## config.mk

```make
export PLATFORM = sky130hd
export DESIGN_NAME = paging_thrash_level_monitor_unit
export DESIGN_NICKNAME = d
export VERILOG_FILES = /design/src/sv/ptl_pkg.sv /design/src/sv/ptl_alu.sv /design/src/sv/ptl_seq.sv /design/src/sv/paging_thrash_level_monitor_unit.sv
export VERILOG_INCLUDE_DIRS = /design/src /design/src/sv
export SDC_FILE = /design/constraint.sdc
export NUM_CORES = 1
export LEC_CHECK = 0
export BUFFER_PORTS_ARGS = -buffer_cell sky130_fd_sc_hd__buf_2
export CAP_MARGIN = 15
export CORE_MARGIN = 4
export CORE_UTILIZATION = 65
export CTS_BUF_LIST = sky130_fd_sc_hd__clkbuf_4 sky130_fd_sc_hd__clkbuf_8
export DETAILED_ROUTE_END_ITERATION = 8
export MAX_ROUTING_LAYER = met4
export PLACE_DENSITY = 0.8
export SLEW_MARGIN = 20
export SYNTH_ARGS = -nofsm -noshare
export SYNTH_HDL_FRONTEND = slang
export SYNTH_SLANG_ARGS = --single-unit
```

## constraint.sdc

```tcl
create_clock -name clk -period 13 [get_ports clk]
set_clock_uncertainty 0.2 [all_clocks]
set_input_delay 1.3 -clock clk [delete_from_list [all_inputs] [get_ports clk]]
set_output_delay 1.3 -clock clk [all_outputs]
set_load 0.01 [all_outputs]
```

## src/sv/paging_thrash_level_monitor_unit_macros.svh

```systemverilog
`ifndef PAGING_THRASH_LEVEL_MONITOR_UNIT_MACROS_SVH
`define PAGING_THRASH_LEVEL_MONITOR_UNIT_MACROS_SVH

// Same-cycle implication, checked on every rising edge outside reset.
`define PTL_ASSERT_NOW(label, ante, cons, msg) \
	label: assert property (@(posedge clk) disable iff (!arst_n) (ante) |-> (cons)) \
		else $error(msg);

// Next-cycle implication, checked on every rising edge outside reset.
`define PTL_ASSERT_NEXT(label, ante, cons, msg) \
	label: assert property (@(posedge clk) disable iff (!arst_n) (ante) |=> (cons)) \
		else $error(msg);

`endif

```

## src/sv/ptl_pkg.sv

```systemverilog
package ptl_pkg;

	localparam int INTEG_W = 64;

	typedef enum logic [1:0] {
		ACT_PAGE_START = 2'd0,
		ACT_PAGE_END   = 2'd1,
		ACT_UPDATE     = 2'd2,
		ACT_RESTART    = 2'd3
	} action_t;

	localparam logic [1:0] CFG_IDX_THRASH = 2'd0;
	localparam logic [1:0] CFG_IDX_GOOD   = 2'd1;

	localparam logic [7:0] THR_THRASH_RST = 8'd200;
	localparam logic [7:0] THR_GOOD_RST   = 8'd150;
	localparam logic [7:0] ACT_SATURATED  = 8'd255;

	typedef struct packed {
		logic [INTEG_W-1:0] a;
		logic [INTEG_W-1:0] b;
		logic               cin;
	} alu_req_t;

	typedef struct packed {
		logic [INTEG_W-1:0] sum;
		logic               carry;
	} alu_rsp_t;

	typedef struct packed {
		logic [7:0] thr_thrash;
		logic [7:0] thr_good;
	} thr_cfg_t;

	typedef struct packed {
		logic       underflow;
		logic [7:0] activity;
		logic       notify;
		logic       thrashing;
		logic [7:0] level;
	} ptl_res_t;

endpackage

```

## src/sv/ptl_alu.sv

```systemverilog
module ptl_alu
	import ptl_pkg::*;
(
	input  alu_req_t req,
	output alu_rsp_t rsp
);

	logic [INTEG_W:0] full_sum;

	// A subtraction is requested as a + ~b + 1; the carry out is then a >= b.
	assign full_sum = {1'b0, req.a} + {1'b0, req.b} + (INTEG_W + 1)'(req.cin);
	assign rsp.sum   = full_sum[INTEG_W-1:0];
	assign rsp.carry = full_sum[INTEG_W];

endmodule

```

## src/sv/ptl_seq.sv

```systemverilog
module ptl_seq
	import ptl_pkg::*;
#(
	parameter int COUNT_WIDTH = 16,
	parameter int TIME_WIDTH  = 32
) (
	input  logic                  clk,
	input  logic                  arst_n,
	input  logic                  in_valid,
	output logic                  in_ready,
	input  action_t               in_action,
	input  logic [TIME_WIDTH-1:0] in_time,
	input  thr_cfg_t              thr,
	output logic                  res_valid,
	input  logic                  res_ready,
	output ptl_res_t              res
);

	typedef enum logic [2:0] {
		S_IDLE,
		S_MUL,
		S_CMP,
		S_DIV,
		S_FILT,
		S_DONE
	} state_t;

	state_t                  state_q;
	action_t                 act_kind_q;
	logic [TIME_WIDTH-1:0]   now_q;
	logic [COUNT_WIDTH-1:0]  count_q;
	logic [INTEG_W-1:0]      integ_q;
	logic [TIME_WIDTH-1:0]   change_time_q;
	logic [TIME_WIDTH-1:0]   update_time_q;
	logic [7:0]              level_q;
	logic                    thrash_q;
	logic [INTEG_W-1:0]      mcand_q;
	logic [COUNT_WIDTH-1:0]  mplier_q;
	logic [TIME_WIDTH-1:0]   elapsed_q;
	logic [TIME_WIDTH-1:0]   rem_q;
	logic [2:0]              step_q;
	logic [7:0]              act_q;
	logic                    notify_q;
	logic                    underflow_q;

	alu_req_t                alu_req;
	alu_rsp_t                alu_rsp;
	logic [9:0]              blend;
	logic [7:0]              new_level;
	logic                    set_thrash;
	logic                    clr_thrash;
	logic [TIME_WIDTH-1:0]   since_change;

	ptl_alu u_alu (
		.req (alu_req),
		.rsp (alu_rsp)
	);

	// Ticks since the last count change, wrapped at the time width.
	assign since_change = in_time - change_time_q;

	always_comb begin
		unique case (state_q)
			S_CMP: begin
				alu_req.a   = integ_q;
				alu_req.b   = ~INTEG_W'(elapsed_q);
				alu_req.cin = 1'b1;
			end
			S_DIV: begin
				alu_req.a   = INTEG_W'({rem_q, 1'b0});
				alu_req.b   = ~INTEG_W'(elapsed_q);
				alu_req.cin = 1'b1;
			end
			default: begin
				alu_req.a   = integ_q;
				alu_req.b   = mcand_q;
				alu_req.cin = 1'b0;
			end
		endcase
	end

	// The level climbs by a 3:1 blend but drops straight to a lower activity.
	always_comb begin
		blend      = 10'({level_q, 1'b0}) + 10'(level_q) + 10'(act_q);
		new_level  = (act_q > level_q) ? blend[9:2] : act_q;
		set_thrash = (level_q < thr.thr_thrash) && (new_level >= thr.thr_thrash);
		clr_thrash = thrash_q && (level_q >= thr.thr_good) && (new_level < thr.thr_good);
	end

	assign in_ready      = (state_q == S_IDLE);
	assign res_valid     = (state_q == S_DONE);
	assign res.level     = level_q;
	assign res.thrashing = thrash_q;
	assign res.notify    = notify_q;
	assign res.activity  = act_q;
	assign res.underflow = underflow_q;

	always_ff @(posedge clk or negedge arst_n) begin
		if (!arst_n) begin
			state_q       <= S_IDLE;
			act_kind_q    <= ACT_PAGE_START;
			now_q         <= '0;
			count_q       <= '0;
			integ_q       <= '0;
			change_time_q <= '0;
			update_time_q <= '0;
			level_q       <= '0;
			thrash_q      <= 1'b0;
			mcand_q       <= '0;
			mplier_q      <= '0;
			elapsed_q     <= '0;
			rem_q         <= '0;
			step_q        <= '0;
			act_q         <= '0;
			notify_q      <= 1'b0;
			underflow_q   <= 1'b0;
		end else begin
			unique case (state_q)
				S_IDLE: begin
					if (in_valid) begin
						act_kind_q  <= in_action;
						now_q       <= in_time;
						act_q       <= '0;
						notify_q    <= 1'b0;
						underflow_q <= 1'b0;
						if (in_action == ACT_RESTART) begin
							count_q       <= '0;
							integ_q       <= '0;
							change_time_q <= in_time;
							update_time_q <= in_time;
							state_q       <= S_DONE;
						end else begin
							mcand_q       <= INTEG_W'(since_change);
							mplier_q      <= count_q;
							elapsed_q     <= in_time - update_time_q;
							change_time_q <= in_time;
							state_q       <= S_MUL;
						end
					end
				end
				S_MUL: begin
					// Shift-and-add of count times ticks straight into the integral;
					// saturating each partial sum gives the same end value.
					if (mplier_q != '0) begin
						if (mplier_q[0]) begin
							integ_q <= alu_rsp.carry ? '1 : alu_rsp.sum;
						end
						mcand_q  <= mcand_q << 1;
						mplier_q <= mplier_q >> 1;
					end else begin
						unique case (act_kind_q)
							ACT_PAGE_START: begin
								if (!(&count_q)) begin
									count_q <= count_q + 1'b1;
								end
								state_q <= S_DONE;
							end
							ACT_PAGE_END: begin
								if (count_q == '0) begin
									underflow_q <= 1'b1;
								end else begin
									count_q <= count_q - 1'b1;
								end
								state_q <= S_DONE;
							end
							default: begin
								state_q <= (elapsed_q == '0) ? S_FILT : S_CMP;
							end
						endcase
					end
				end
				S_CMP: begin
					if (alu_rsp.carry) begin
						act_q   <= ACT_SATURATED;
						state_q <= S_FILT;
					end else begin
						// The integral is below the elapsed ticks, so it fits the time width.
						rem_q   <= integ_q[TIME_WIDTH-1:0];
						step_q  <= '0;
						state_q <= S_DIV;
					end
				end
				S_DIV: begin
					if (alu_rsp.carry) begin
						rem_q <= alu_rsp.sum[TIME_WIDTH-1:0];
					end else begin
						rem_q <= {rem_q[TIME_WIDTH-2:0], 1'b0};
					end
					act_q  <= {act_q[6:0], alu_rsp.carry};
					step_q <= step_q + 1'b1;
					if (&step_q) begin
						state_q <= S_FILT;
					end
				end
				S_FILT: begin
					level_q       <= new_level;
					integ_q       <= '0;
					update_time_q <= now_q;
					if (set_thrash) begin
						thrash_q <= 1'b1;
						notify_q <= 1'b1;
					end else if (clr_thrash) begin
						thrash_q <= 1'b0;
						notify_q <= 1'b1;
					end
					state_q <= S_DONE;
				end
				S_DONE: begin
					if (res_ready) begin
						state_q <= S_IDLE;
					end
				end
				default: begin
					state_q <= S_IDLE;
				end
			endcase
		end
	end

endmodule

```

## src/sv/paging_thrash_level_monitor_unit.sv

```systemverilog
// A restart event skips the arithmetic; a paging start or end runs the count-times-ticks
// shift-add over the bits of the paging count (at most COUNT_WIDTH), and an update may
// also run the compare and the eight divide steps; all of these run through the one
// shared 64-bit adder.
// One event is in work at a time; the next is taken once the result has moved to the
// output register. Reset is asynchronous and active low and clears all state at once.
`include "paging_thrash_level_monitor_unit_macros.svh"

module paging_thrash_level_monitor_unit
	import ptl_pkg::*;
#(
	parameter int COUNT_WIDTH = 16,
	parameter int TIME_WIDTH  = 32
) (
	input  logic        clk,
	input  logic        arst_n,
	input  logic        s_tvalid,
	output logic        s_tready,
	input  logic [31:0] s_tdata,   // [31:0] current_time
	input  logic [1:0]  s_tuser,   // [1:0] action
	output logic        m_tvalid,
	input  logic        m_tready,
	// [7:0] thrash_level, [8] is_thrashing, [9] notify_change,
	// [17:10] paging_activity, [18] count_underflow, [23:19] zero
	output logic [23:0] m_tdata,
	input  logic        cfg_valid,
	output logic        cfg_ready,
	input  logic [1:0]  cfg_index,
	input  logic [7:0]  cfg_data
);

	thr_cfg_t  thr_q;
	logic      res_valid;
	logic      res_ready;
	ptl_res_t  res;
	logic      m_valid_q;
	ptl_res_t  out_q;

	assign cfg_ready = 1'b1;

	always_ff @(posedge clk or negedge arst_n) begin
		if (!arst_n) begin
			thr_q.thr_thrash <= THR_THRASH_RST;
			thr_q.thr_good   <= THR_GOOD_RST;
		end else if (cfg_valid) begin
			if (cfg_index == CFG_IDX_THRASH) begin
				thr_q.thr_thrash <= cfg_data;
			end else if (cfg_index == CFG_IDX_GOOD) begin
				thr_q.thr_good <= cfg_data;
			end
		end
	end

	ptl_seq #(
		.COUNT_WIDTH (COUNT_WIDTH),
		.TIME_WIDTH  (TIME_WIDTH)
	) u_seq (
		.clk       (clk),
		.arst_n    (arst_n),
		.in_valid  (s_tvalid),
		.in_ready  (s_tready),
		.in_action (action_t'(s_tuser)),
		.in_time   (s_tdata[TIME_WIDTH-1:0]),
		.thr       (thr_q),
		.res_valid (res_valid),
		.res_ready (res_ready),
		.res       (res)
	);

	// The output register frees up for a new result as the waiting beat is taken.
	assign res_ready = !m_valid_q || m_tready;

	always_ff @(posedge clk or negedge arst_n) begin
		if (!arst_n) begin
			m_valid_q <= 1'b0;
			out_q     <= '0;
		end else if (res_ready) begin
			m_valid_q <= res_valid;
			if (res_valid) begin
				out_q <= res;
			end
		end
	end

	assign m_tvalid = m_valid_q;
	assign m_tdata  = {5'b0, out_q.underflow, out_q.activity, out_q.notify,
		out_q.thrashing, out_q.level};

	`PTL_ASSERT_NEXT(a_busy_after_accept, s_tvalid && s_tready, !s_tready, "accepted while busy")
	`PTL_ASSERT_NEXT(a_result_lands, res_valid && res_ready, m_tvalid, "result not registered")
	`PTL_ASSERT_NOW(a_underflow_alone, m_tvalid && m_tdata[18], m_tdata[17:9] == 9'd0, "underflow with update fields")

endmodule

```

# Word-level counts from Yosys, hierarchy flattened
# Index checks and enable logic that the tools add are counted.
[word_totals] input_bits=49 register_bits=351 output_inout_bits=27 wordCells=153
[op_classes] n_eq_ne=24 add_sub_neg=9 muxes=53 order_cmp=5 reduce_logical=35 bitwise=3
[ops] operator="two-way mux 64 bit" n=8
[ops] operator="case mux 129 bit (2 select lines)" n=1
[ops] operator="case mux 64 bit (3 select lines)" n=1
[ops] operator="two-way mux 16 bit" n=8
[ops] operator="two-way mux 32 bit" n=4
[ops] operator="case mux 32 bit (2 select lines)" n=2
[ops] operator="case mux 64 bit (2 select lines)" n=1
[ops] operator="case mux 16 bit (2 select lines)" n=3
[ops] operator="adder 64 x 64 -> 65 bit" n=1
[ops] operator="adder 65 x 1 -> 65 bit" n=1
[ops] operator="inverter 32 -> 64 bit" n=1
[ops] operator="subtractor 32 bit" n=2
[ops] operator="logical NOT 32 bit" n=1
[ops] operator="two-way mux 3 bit" n=9
[ops] operator="two-way mux 8 bit" n=3
[ops] operator="case mux 8 bit (3 select lines)" n=1
[ops] operator="case mux 3 bit (6 select lines)" n=1
[ops] operator="AND reduction 3 bit" n=6
[ops] operator="adder 16 x 1 -> 16 bit, second input constant" n=1
[ops] operator=">= comparator 8 bit" n=2
[ops] operator="logical NOT 16 bit" n=1
[ops] operator="< comparator 8 bit" n=2
[ops] operator="AND reduction 16 bit" n=1
[ops] operator="nonzero test 16 bit" n=1
[ops] operator="other kinds (31)" n=67

# Depth between registers and ports, before layout
[depth] word_depth=8 mapped_depth=24 depth_no_buf=20

# Hierarchy
# A second synthesis with hierarchy kept.
[hier_totals] hier_cells=3061 area_unflattened_um2=25383.1
[by_module_without_submodules] mod="ptl_seq" area_per_inst_um2=20168.1 instances=1 seq_area_each_um2=7882.6 cells_per_inst=2436
[by_module_without_submodules] mod="ptl_alu" area_per_inst_um2=3786.1 instances=1 seq_area_each_um2=0.0 cells_per_inst=540
[by_module_without_submodules] mod="paging_thrash_level_monitor_unit" area_per_inst_um2=1428.9 instances=1 seq_area_each_um2=909.6 cells_per_inst=85

# Least setup slack after synthesis
# OpenSTA, ideal clock, no wires.
[synth_timing] path_type="register to register" start="register u_seq.state_q[1]" end="register u_seq.rem_q[30]" path_slack_ns=7.520 t_required_ns=12.674 t_arrival_ns=5.155 path_buffers=4 stages_incl_launch_ff=23 period_less_slack_ns=5.480 setup_time_ns=0.126 path_cell_list="dfrtp_1 -> clkbuf_1 -> inv_1 -> nor2_1 -> clkinv_1 -> clkbuf_1 -> clkbuf_1 -> a21oi_1 -> fa_1 -> inv_1 -> fa_1 -> a21o_1 -> a221oi_4 -> nor4_1 -> a21o_1 -> o41a_1 -> a41oi_2 -> o31ai_1 -> o41ai_4 -> o21bai_4 -> buf_6 -> mux2_4 -> a221o_1"
[synth_via] elab_chain_cells=6 elab_cells_between_ends=10 cone_classes="add/sub (2); eq/ne (3); mux (3); reduce/logical (2)"
[synth_rtl] item="start, declared" line="ptl_seq.sv:28" text="state_t state_q;"
[synth_rtl] item="start signal, assigned" line="ptl_seq.sv:167" text="state_q <= (elapsed_q == '0) ? S_FILT : S_CMP;"
[synth_rtl] item="equality test 3 x 2 -> 1 bit" line="ptl_seq.sv:63, ptl_seq.sv:118"
[synth_rtl] item="case mux 129 bit (2 select lines)" line="ptl_seq.sv:63" text="unique case (state_q)"
[synth_rtl] item="adder 64 x 64 -> 65 bit" line="ptl_alu.sv:11" text="assign full_sum = {1'b0, req.a} + {1'b0, req.b} + (INTEG_W + 1)'(req.cin);"
[synth_rtl] item="adder 65 x 1 -> 65 bit" line="ptl_alu.sv:11"
[synth_rtl] item="two-way mux 32 bit or inequality test 2 bit (tied branches)"
[synth_rtl] item="case mux 32 bit (2 select lines) or AND reduction 2 bit (tied branches)"
[synth_rtl] item="end signal, assigned" line="ptl_seq.sv:178" text="rem_q <= integ_q[TIME_WIDTH-1:0];"
[synth_rtl] item="end signal, assigned" line="ptl_seq.sv:185" text="rem_q <= alu_rsp.sum[TIME_WIDTH-1:0];"
[synth_rtl] item="end signal, assigned" line="ptl_seq.sv:187" text="rem_q <= {rem_q[TIME_WIDTH-2:0], 1'b0};"
[synth_rtl] item="end, declared" line="ptl_seq.sv:40" text="logic [TIME_WIDTH-1:0] rem_q;"
# Several ways; a longest one is shown, not always the timed one.
# A chain may end at the register's enable or synchronous reset.

# Worst setup path after layout
[layout_timing] start="register u_seq.state_q[1]" end="register u_seq.rem_q[21]"
# Same word-level chain as after synthesis.

==> results.py <==
metrics = {
    "floorplan": {
        "io_pins": 76,
        "dieArea_um2": 40900,
        "die-height_um": 202,
        "rows": 70,
        "core_um2": 37000,
        "fp.dieW_um": 202,
        "initial_core_util_pct": 66.4,
    },
    "setup_path": {
        "critPathTopFamily": "compound AO/OA/AOI/OAI gates",
        "max_stage_delay_ps": 750,
        "criticalPathCategory": "flop to flop",
        "worst_ep_required_time_ps": 13330,
        "path_max_fanout": 77,
        "critPathArrivalTime_ps": 7800,
        "cp.depth": 20,
        "rr_worst_depth": 20,
        "path_cells": "inv_1 -> nor2_1 -> buf_4 -> clkinv_2 -> buf_4 -> fa_1 -> inv_1 -> fa_1 -> a21o_1 -> a221oi_4 -> nor4_1 -> a21o_1 -> o41a_1 -> a41oi_2 -> o31ai_1 -> o41ai_4 -> o21ba_2 -> buf_4 -> o21ai_4 -> a221o_1",
        "worstReg2RegStart": "u_seq.state_q[1]",
        "cp_slowest_cell": "buf_4",
        "cp-startpoint": "u_seq.state_q[1]",
        "path_common_cell": "buf_4",
        "startpoint_type": "flop",
        "critPathBufInv": 6,
        "end_kind": "flop",
    },
    "yosys": {
        "synthFlopType": "dfrtp_1",
        "syn_inst": 2927,
        "synth_edf_count": 0,
        "netlist_area_um2": 24500,
        "ys_ff_latch": 351,
        "ys_types": 77,
        "synthArstFlopShare_pct": 100,
        "seq_area_frac_synth_pct": 35.8,
        "yosys.area.top_type": "dfrtp_1",
        "synth.top_cell.area_share_pct": 35.1,
        "synth_area_leaders": "dfrtp_1, ha_1, nand2_1, o21ai_0, a21oi_1",
        "syn_area_per_cell_um2": 8.39,
        "yosys_warnings": 0,
    },
    "global_routing": {
        "track_usage_pct": 33.0,
        "grt_max_degree": 94,
        "grt_pass1_vias": 21400,
        "antenna_found_initial": 2,
        "grt_first_pass_wirelength_mm": 110,
        "overflow": 0,
    },
    "placement": {
        "place_ws_ps": 5750,
        "dpl_cell_area_um2": 25100,
        "place_inst": 3366,
        "io_buffer_count": 69,
        "routabilityCongestion": 0.934,
        "post-dp-hpwl_mm": 45.7,
    },
    "power_and_ir_drop": {
        "p_total_mw": 8.33,
        "peakVddDrop_mv": 0.172,
        "leakagePower_nw": 12.8,
        "powerDensity_nw_per_um2": 315,
    },
    "clock_tree": {
        "h-tree-depth": 2,
        "cts_num_sinks": 351,
        "cts_made_buffers": 60,
        "root_buffer": "clkbuf_8",
        "cts_tree": "built",
        "holdBufCountCts": 0,
        "clockBufferDepth": 3,
        "ctsResizeCount": 0,
        "cts_setup_buffers": 0,
        "clkLatencyLatePin_ps": 690,
        "clkTransAtPathRegs_ps": 60,
    },
    "finish": {
        "final_cell_area_um2": 26500,
        "syn2layout_area_growth_pct": 7.85,
        "final_cells": 3478,
        "utilization_pct": 71.6,
        "nNetsFinal": 3174,
        "drive_gt1_share_pct": 9.56,
    },
    "drt": {
        "num_vias": 21700,
        "wl_per_cell_um": 19.0,
        "first_pass_iters": 5,
        "drt_iter0_drc": 1975,
        "route.detailed.drc": 0,
        "via_per_inst": 6.25,
        "drt_wl_total_mm": 66.1,
        "ant_nets": 0,
    },
    "hold_path": {
        "hold_class": "flop to flop",
        "min_from": "u_seq.integ_q[46]",
        "holdPathStages": 2,
    },
    "sta": {
        "period_needed_ps": 7470,
        "fin_crit_sh_pct": 57.5,
        "finalMaxSlewViolations": 0,
        "whs_ps": 280,
        "setup_viol": 0,
        "rsz0062_at_grt": "false",
        "slew_headroom_pct": 24.1,
        "finalHoldViolCount": 0,
        "tightest_slew_ps": 1140,
        "fmax_mhz": 134,
        "setup_tns_ps": 0,
        "setup_ws_ps": 5530,
    },
    "flow_run": {
        "max-cap-violations": 0,
    },
    "status": {
        "outcome": "finished, final reports clean",
    },
}
sequential cells by signal, indices dropped and copies added (netlist names), 8 cells and up:
signal,cells
u_seq.act_q,8
u_seq.count_q,16
u_seq.change_time_q,32
u_seq.elapsed_q,32
m_tdata,19
u_seq.integ_q,64
u_seq.mcand_q,64
thr_q,16
u_seq.level_q,8
u_seq.mplier_q,16
u_seq.rem_q,32
u_seq.update_time_q,32
cell usage in the layout (no fill, tap or decap), types with 13 or more instances in the layout:
master,netlist,routed
nand2_1,456,453
dfrtp_1,344,344
o21ai_0,264,264
a21oi_1,247,247
ha_1,187,187
nor2_1,164,164
inv_1,142,142
a21o_1,88,88
clkbuf_8,0,82
nand3_1,77,77
xnor2_1,74,74
buf_2,7,68
mux2i_1,59,59
nand2b_1,58,58
xor2_1,52,52
a31oi_1,49,49
nor4_1,46,46
and2_1,46,45
mux2_2,39,39
and3_1,33,32
a221oi_1,30,30
nor3_1,29,28
buf_4,8,28
nor2b_1,27,26
o31ai_1,26,26
nand4_1,25,25
o21bai_1,22,22
o21a_1,18,18
clkbuf_4,0,18
a211oi_1,17,17
fa_1,13,13
power by group:
| group | switching [mW] | total, mW | internal, mW |
|---|---|---|---|
| Combinational | 3.14 | 5.22 | 2.08 |
| Sequential | 0.417 | 2.01 | 1.60 |
| Clock | 0.485 | 1.10 | 0.611 |
tightest hold or removal path, cell delays in order, from the launching register on:
cell	delay, ps
dfrtp_1	330
nand3_1	60
nand2_1	50
final timing paths:
| kind | slack, ps | endpoint |
|---|---|---|
| worst max-delay path | 5530 | u_seq.rem_q[21] |
| worst min-delay path | 280 | u_seq.integ_q[46] |
| worst max register to register | 5530 | u_seq.rem_q[21] |
| worst min register to register | 280 | u_seq.integ_q[46] |
| max in group asynchronous | 9880 | u_seq.mcand_q[62] |
| min in group asynchronous | 370 | u_seq.thrash_q |
per-layer routing:
layer	vias to the layer above	wire (µm)	global-route usage (%)
met2	696	31400	53.1
met1	10600	29100	44.0
met3	135	3620	3.82
met5	-	0	-
met4	0	1980	11.0
li1	10300	-	-
layout make-up:
class | instances | area (µm²)
diodes | 2 | 5.00
fillers | 2987 | 10500
multi-input cells | 2271 | 14600
repair buffers | 98 | 586
flip-flops and latches | 351 | 8790
clock inverters | 9 | 57.6
clock buffers | 100 | 1260
inverters | 143 | 538
well taps | 504 | 631
cell families (layout without fill, tap and decap cells):
logic type	Yosys count	count (layout)	synth area share, %
other	2	8	0.0306
multiplexers	99	99	4.26
AO/OA/AOI/OAI	851	851	21.4
flip-flops	351	351	35.8
buffers and inverters	309	350	4.91
XOR/XNOR	126	126	4.50
AND/OR/NAND/NOR	989	989	18.5
adder cells (fa/ha/maj)	200	200	10.6
cell usage after synthesis (all sizes together), types with 8 or more instances:
library cell,number
a211oi,17
a21o,88
a21oi,247
a221o,9
a221oi,31
a31oi,49
and2,46
and3,33
buf,24
clkbuf,142
dfrtp,344
fa,13
ha,187
inv,142
mux2,40
mux2i,59
nand2,456
nand2b,58
nand3,77
nand4,25
nor2,165
nor2b,27
nor3,29
nor4,46
o211ai,9
o21a,18
o21ai,265
o21bai,23
o31a,8
o31ai,26
xnor2,74
xor2,52
No activity file was read; power rests on OpenSTA's default activity.
